## config.mk

```make
export PLATFORM = sky130hd
export DESIGN_NAME = m3i_queue
export DESIGN_NICKNAME = d
export VERILOG_FILES = /design/src/hw/rtl/m3i_pkg.sv /design/src/hw/rtl/m3i_queue.sv
export SDC_FILE = /design/constraint.sdc
export NUM_CORES = 2
export LEC_CHECK = 0
export ABC_AREA = 1
export BUFFER_PORTS_ARGS = -buffer_cell sky130_fd_sc_hd__buf_2
export CAP_MARGIN = 40
export CORE_AREA = 5 5 526 528
export CTS_CLUSTER_SIZE = 8
export DETAILED_ROUTE_END_ITERATION = 8
export DIE_AREA = 0 0 531 533
export SYNTH_ARGS = -nofsm -noshare
export SYNTH_HDL_FRONTEND = slang
export SYNTH_SLANG_ARGS = --single-unit
```

## constraint.sdc

```tcl
create_clock -name aclk -period 51.1 [get_ports aclk]
set_input_delay 2.555 -clock aclk [delete_from_list [all_inputs] [get_ports aclk]]
set_output_delay 2.555 -clock aclk [all_outputs]
set_load 0.02 [all_outputs]
```

## src/hw/rtl/m3i_pkg.sv

```systemverilog
// shared types, widths and helpers of the 3x3 matrix inverse
package m3i_pkg;

    localparam int ElemWidth = 32;
    localparam int FracBits  = 16;
    localparam int ProdWidth = 2 * ElemWidth;
    localparam int CofWidth  = ProdWidth + 1;
    localparam int DetWidth  = CofWidth + ElemWidth + 2;
    localparam int NumWidth  = CofWidth + 2 * FracBits;
    localparam int QuoWidth  = NumWidth;
    localparam int MagWidth  = NumWidth;
    localparam int DivWidth  = DetWidth;
    localparam int QueueDepth = 4;
    localparam int QueueAw    = $clog2(QueueDepth);
    localparam int InBytes    = (9 * ElemWidth + 7) / 8;
    localparam int OutBits    = 10 * ElemWidth + 1;
    localparam int OutBytes   = (OutBits + 7) / 8;

    typedef logic signed [ElemWidth-1:0] elem_t;
    typedef logic signed [ProdWidth-1:0] prod_t;
    typedef logic signed [CofWidth-1:0]  cof_t;
    typedef logic signed [DetWidth-1:0]  det_t;

    // front end to back end: adjugate, determinant and flag of one matrix
    typedef struct packed {
        cof_t [8:0] adj;
        det_t       det;
        logic       sing;
    } job_t;

    // saturate a wide signed value to the element format
    function automatic elem_t sat_elem(input logic signed [QuoWidth:0] v);
        logic signed [QuoWidth:0] hi;
        logic signed [QuoWidth:0] lo;
        hi = (QuoWidth+1)'({1'b0, {(ElemWidth-1){1'b1}}});
        lo = -hi - (QuoWidth+1)'(1);
        if (v > hi) begin
            return elem_t'({1'b0, {(ElemWidth-1){1'b1}}});
        end else if (v < lo) begin
            return elem_t'({1'b1, {(ElemWidth-1){1'b0}}});
        end
        return v[ElemWidth-1:0];
    endfunction

endpackage

```

## src/hw/rtl/m3i_queue.sv

```systemverilog
// short fifo that decouples the front end from the divider back end
module m3i_queue (
    input  logic           aclk,
    input  logic           aresetn,
    input  logic           wr_valid,
    input  m3i_pkg::job_t  wr_job,
    output logic           wr_ready,
    output logic           rd_valid,
    output m3i_pkg::job_t  rd_job,
    input  logic           rd_ready
);

    m3i_pkg::job_t                 mem_reg [m3i_pkg::QueueDepth];
    logic [m3i_pkg::QueueAw-1:0]   wp_reg, rp_reg;
    logic [m3i_pkg::QueueAw:0]     cnt_reg;
    logic                          push, pop;

    assign wr_ready = (cnt_reg != (m3i_pkg::QueueAw+1)'(m3i_pkg::QueueDepth));
    assign rd_valid = (cnt_reg != '0);
    assign rd_job   = mem_reg[rp_reg];
    assign push     = wr_valid && wr_ready;
    assign pop      = rd_valid && rd_ready;

    always_ff @(posedge aclk) begin
        if (!aresetn) begin
            wp_reg  <= '0;
            rp_reg  <= '0;
            cnt_reg <= '0;
        end else begin
            if (push) wp_reg <= wp_reg + 1'b1;
            if (pop)  rp_reg <= rp_reg + 1'b1;
            cnt_reg <= cnt_reg + (m3i_pkg::QueueAw+1)'(push) - (m3i_pkg::QueueAw+1)'(pop);
        end
        if (push) mem_reg[wp_reg] <= wr_job;
    end

endmodule

```

# == Word-level counts from Yosys, hierarchy flattened ==
# Memory sizes are Yosys's and may differ from the RTL's. A register that Yosys moved wholly into a read port is not among the register bits.
# Cells that the tools add are included.
# word_totals
ff_bits,7
mem_bits_rw,2740
in_bits,689
memories,1
# memory_table
name,words,width,rd,rd_ports_with_merged_regs,wr,line,rtl
mem_reg,4,685,1,1,1,m3i_queue.sv:13,m3i_pkg::job_t mem_reg [m3i_pkg::QueueDepth];
# classes
add_sub_neg,4
eq_ne,1
n_mux,4
reduce_logical,3
# ops
op,n
"2-bit by 1-bit adder with 2-bit output, second input constant",2
2-bit 2-to-1 mux,2
3-bit by 1-bit adder with 3-bit output,1
"3-bit != test, second input constant",1
3-bit nonzero test,1
3-bit by 1-bit subtractor with 3-bit output,1
1-bit logical AND,2
1-bit 2-to-1 mux,2

# == Logic depth before layout (Yosys ltp) ==
# logic_depth
word_depth,4
depth_mapped,10
ltp_nobuf,10

# == Worst setup path before layout ==
# No wires, ideal clock.
# synth_path
path_kind,input port to flip-flop
from,input wr_valid
to,"memory mem_reg[0][0] (netlist bit), enable pin"
setup_ps,1756
t_arrival_ps,30998
required_ps,49344
path_slack_ps,18346
stages,2
path_buffers,0
path_cell_list,nand2_1 > nor2_1
# synth_via
elab_chain_cells,3
# synth_rtl
item,line,rtl
"start, declared",m3i_queue.sv:5,"input logic wr_valid,"
1-bit logical AND,m3i_queue.sv:21,assign push = wr_valid && wr_ready;
1-bit 2-to-1 mux,m3i_queue.sv:34,if (push) mem_reg[wp_reg] <= wr_job;
1-bit 2-to-1 mux (implied by the code),m3i_queue.sv:34,
"end, declared",m3i_queue.sv:13,
# No other way between the ends.

==> parameters.txt <==
Parameter                              Value

Routing
  Vias/cell ... 5.36
  Remaining antenna violation count ... 0
  Drc violations ... 0
  Total number of vias ... 63900
  Detailed-route wire length per cell ... 25.5 um
  Total Wirelength ... a little over 300 mm
  Drt pass-1 iters ... 6
  Initial detailed-routing violation count ... 5254

Logic synthesis
  Most frequent cells after synthesis ... sky130_fd_sc_hd__edfxtp_1, sky130_fd_sc_hd__nor2_1, sky130_fd_sc_hd__o21ai_1
  Multiplexer share of the synthesized area ... 0
  Post-Syn Area ... 101000 um^2
  Main flop type after synthesis ... sky130_fd_sc_hd__edfxtp_1
  Share of synthesized area occupied by flip-flops and latches ... 0.816
  Total nets after synthesis ... 7383
  Number of synthesized flops with an enable pin ... 2740
  Post-synthesis share of cell area spent on xor and xnor gates ... 0
  Synthesized-area fraction occupied by and/or/nand/nor cells ... 0.0520
  Post-synthesis adder-cell area fraction ... 0.000941
  Most instantiated library cell after synthesis ... sky130_fd_sc_hd__edfxtp_1
  Yosys top cell area share ... 0.815
  Average footprint of a synthesized cell ... 15.1 um^2
  Synth Register Bits ... about 2700
  Compound-Gate Fraction of Synth Area ... 0.111
  Yosys warnings ... 0
  Top cell type by total area after synthesis ... sky130_fd_sc_hd__edfxtp_1
  Number of distinct library cells after synthesis ... 19
  Most area-consuming cells after synthesis ... sky130_fd_sc_hd__edfxtp_1, sky130_fd_sc_hd__nor2_1, sky130_fd_sc_hd__o22ai_1
  Number of standard cells after synthesis ... 6687
  Asr flop ratio synth ... 0
  Main combinational cell family by area after synthesis ... compound AO/OA/AOI/OAI gates

Placed design
  Number of I/O port buffers ... 1375
  Worst setup slack after placement ... 43.37 ns
  Final weighted congestion in routability-driven placement ... 0.844
  Placement Cell Area ... 112000 um^2
  Estimated wirelength of the detail-placed design ... 194 mm

Die
  Die Footprint ... 283000 um^2
  Initial core utilization ... 0.371
  Overall die width ... 531 um
  I/O pin count ... 1376
  Number of core rows ... 192
  CORE AREA ... 272000 um^2
  Die H ... 533 um

Worst setup path
  Type of origin of the critical path ... flip-flop
  FF-to-FF Start ... cnt_reg[1]$_SDFF_PN0_
  Category of the worst setup path capture point ... primary output
  Category of the critical setup timing path ... flip-flop to primary output
  Critical Path RT ... 48.54 ns
  CP Max Fanout ... 68
  Arrival time of data at the critical path endpoint ... ~5.6 ns

Pwr
  Net switching power of the design ... around 2.2 mW
  Clock network fraction of design power ... 0.334
  Leak pwr ... 42.2 nW
  Proportion of total power due to net switching ... 0.329
  Power density of the placed cells ... 54.5 nW/um^2
  Sequential power share ... 0.417
  Combinational share of power ... 0.248
  Peak VDD IR ... ~0.000039 V
  Cell-internal power ... 4.51 mW

Layout
  Cell area after layout ... approximately 120000 um^2
  Layout Area Growth over Synthesis ... 21.8%
  Number of flip-flops in the largest register ... 2740
  # nets final ... 8803
  Final design utilization ... 0.452
  Layout cells sized above 1 ... 0.235

STA
  Slew of the pin with the lowest slew margin ... 1.23 ns
  Final worst-path setup slack ... 42.95 ns
  Post-route fraction of the period consumed by the critical path ... 0.159
  Setup Total Neg Slack ... 0 ns
  Max-slew violation count ... 0
  Setup repair after global routing missed its margin ... no
  Maximum achievable frequency ... between 100 and 150 MHz
  Post-route clock skew ... ~0.045 ns
  # setup viols final ... 0
  Count of endpoints failing hold in the final timing report ... 0
  Tmin final ... 8.15 ns
  Worst rel slew slack ... 0.178

Clocking
  TritonCTS clock tree ... done
  Clock sink total ... 2749
  Later-pin clock latency in the skew report ... 0.92 ns
  Clock-pin slew on the worst setup and hold paths ... ~0.050 ns
  Number of resized instances in the post-cts repair step ... 0
  Cts bufs inserted ... ~380
  Number of levels in the clock H-tree ... 5
  Buffer cell driving the clock tree root ... sky130_fd_sc_hd__clkbuf_16
  Clock Path Buffers ... 4
  Cts-stage hold buffer count ... 0
  Number of post-CTS setup repair buffers ... 0

GRT
  Grt total ovfl ... 0
  Wire length of the first global-routing pass ... roughly 430 mm
  Total GRT Usage ... 0.204
  Via count of the first global-routing pass ... slightly above 60000
  Pin count of the biggest net entering global routing ... about 230
  Initial antenna violation count ... 221

Hold path
  Startpoint of the worst hold path ... rp_reg[0]$_SDFFE_PN0P_
  Hold Crit Class ... flip-flop to flip-flop

Job
  Number of max-cap violations ... 0

Status
  Status ... finished clean
worst max-delay path: stages (launching register included):
cell	delay (ns)
sky130_fd_sc_hd__dfxtp_4	0.49
sky130_fd_sc_hd__buf_16	0.30
sky130_fd_sc_hd__buf_4	0.65
sky130_fd_sc_hd__buf_4	0.73
sky130_fd_sc_hd__buf_4	0.60
sky130_fd_sc_hd__buf_4	0.30
sky130_fd_sc_hd__buf_16	0.28
sky130_fd_sc_hd__o21ai_0	0.16
sky130_fd_sc_hd__o22ai_1	0.67
sky130_fd_sc_hd__buf_2	0.30
placed cells by master (no fill, tap or decap), types with 6 or more instances in the layout:
master,Yosys,layout
sky130_fd_sc_hd__nor2_1,1382,1378
sky130_fd_sc_hd__buf_12,0,22
sky130_fd_sc_hd__o22ai_1,685,685
sky130_fd_sc_hd__edfxtp_1,2740,2740
sky130_fd_sc_hd__inv_1,14,14
sky130_fd_sc_hd__o21ai_1,748,748
sky130_fd_sc_hd__inv_16,0,6
sky130_fd_sc_hd__o21ai_0,623,623
sky130_fd_sc_hd__nand2_1,13,13
sky130_fd_sc_hd__buf_4,7,65
sky130_fd_sc_hd__dfxtp_1,9,7
sky130_fd_sc_hd__clkinv_16,0,19
sky130_fd_sc_hd__buf_2,166,1375
sky130_fd_sc_hd__ha_1,6,6
sky130_fd_sc_hd__buf_16,0,27
sky130_fd_sc_hd__diode_2,0,174
sky130_fd_sc_hd__clkbuf_1,265,21
sky130_fd_sc_hd__clkbuf_16,0,384
power groups by stage:
stage / logic (mW) / clock network [mW] / registers (mW)
finish: 1.67 / 2.24 / 2.80
global route: 1.78 / 2.40 / 2.81
CTS: 1.68 / 2.29 / 2.80
detailed placement: 1.68 / 0 / 2.84
global placement: 1.63 / 0 / 2.84
floorplan: 0.945 / 0 / 3.13
metrics by stage:
step | instances | hold slack [ns] | total power, mW
floorplan | 6687 | 0.448 | 4.08
global placement | 11300 | 0.462 | 4.47
detailed placement | 11300 | 0.501 | 4.52
CTS | 11700 | 0.515 | 6.77
global route | 11800 | 0.550 | 6.99
finish | 11900 | 0.511 | 6.71
routing by layer:
metal  wire, um  vias to the layer above  part of all wire  track usage
met5       1080                        -            0.0035            0
met4      16100                      164             0.053       0.0965
met3      35600                      818              0.12       0.0889
met2     139000                     2685              0.46        0.321
met1     112000                    31800              0.37        0.242
li1           -                    28400                 -            -
worst paths after layout:
check	end	slack (ns)	cells after the start
worst max-delay path	rd_job[439]	42.95	9
worst max register to register	mem_reg[1][475]$_DFFE_PP_	45.45	11
worst min register to register	rp_reg[0]$_SDFFE_PN0P_	0.51	2
worst min-delay path	rp_reg[0]$_SDFFE_PN0P_	0.51	2
cell families after synthesis:
| group | after synthesis |
|---|---|
| adder cells (fa/ha/maj) | 7 |
| flip-flops | 2749 |
| buffers and inverters | 471 |
| AND/OR/NAND/NOR | 1398 |
| AO/OA/AOI/OAI | 2062 |
layout make-up:
type,instances,area (um^2)
timing repair buffer,1489,8550
antenna,174,435
tap,3589,4490
clock inverter,34,776
fill,23600,149000
multi-input combinational,3467,16600
inverter,16,75.1
sequential,2749,82500
clock buffer,405,9690
Power figures use the tool's default switching activity.
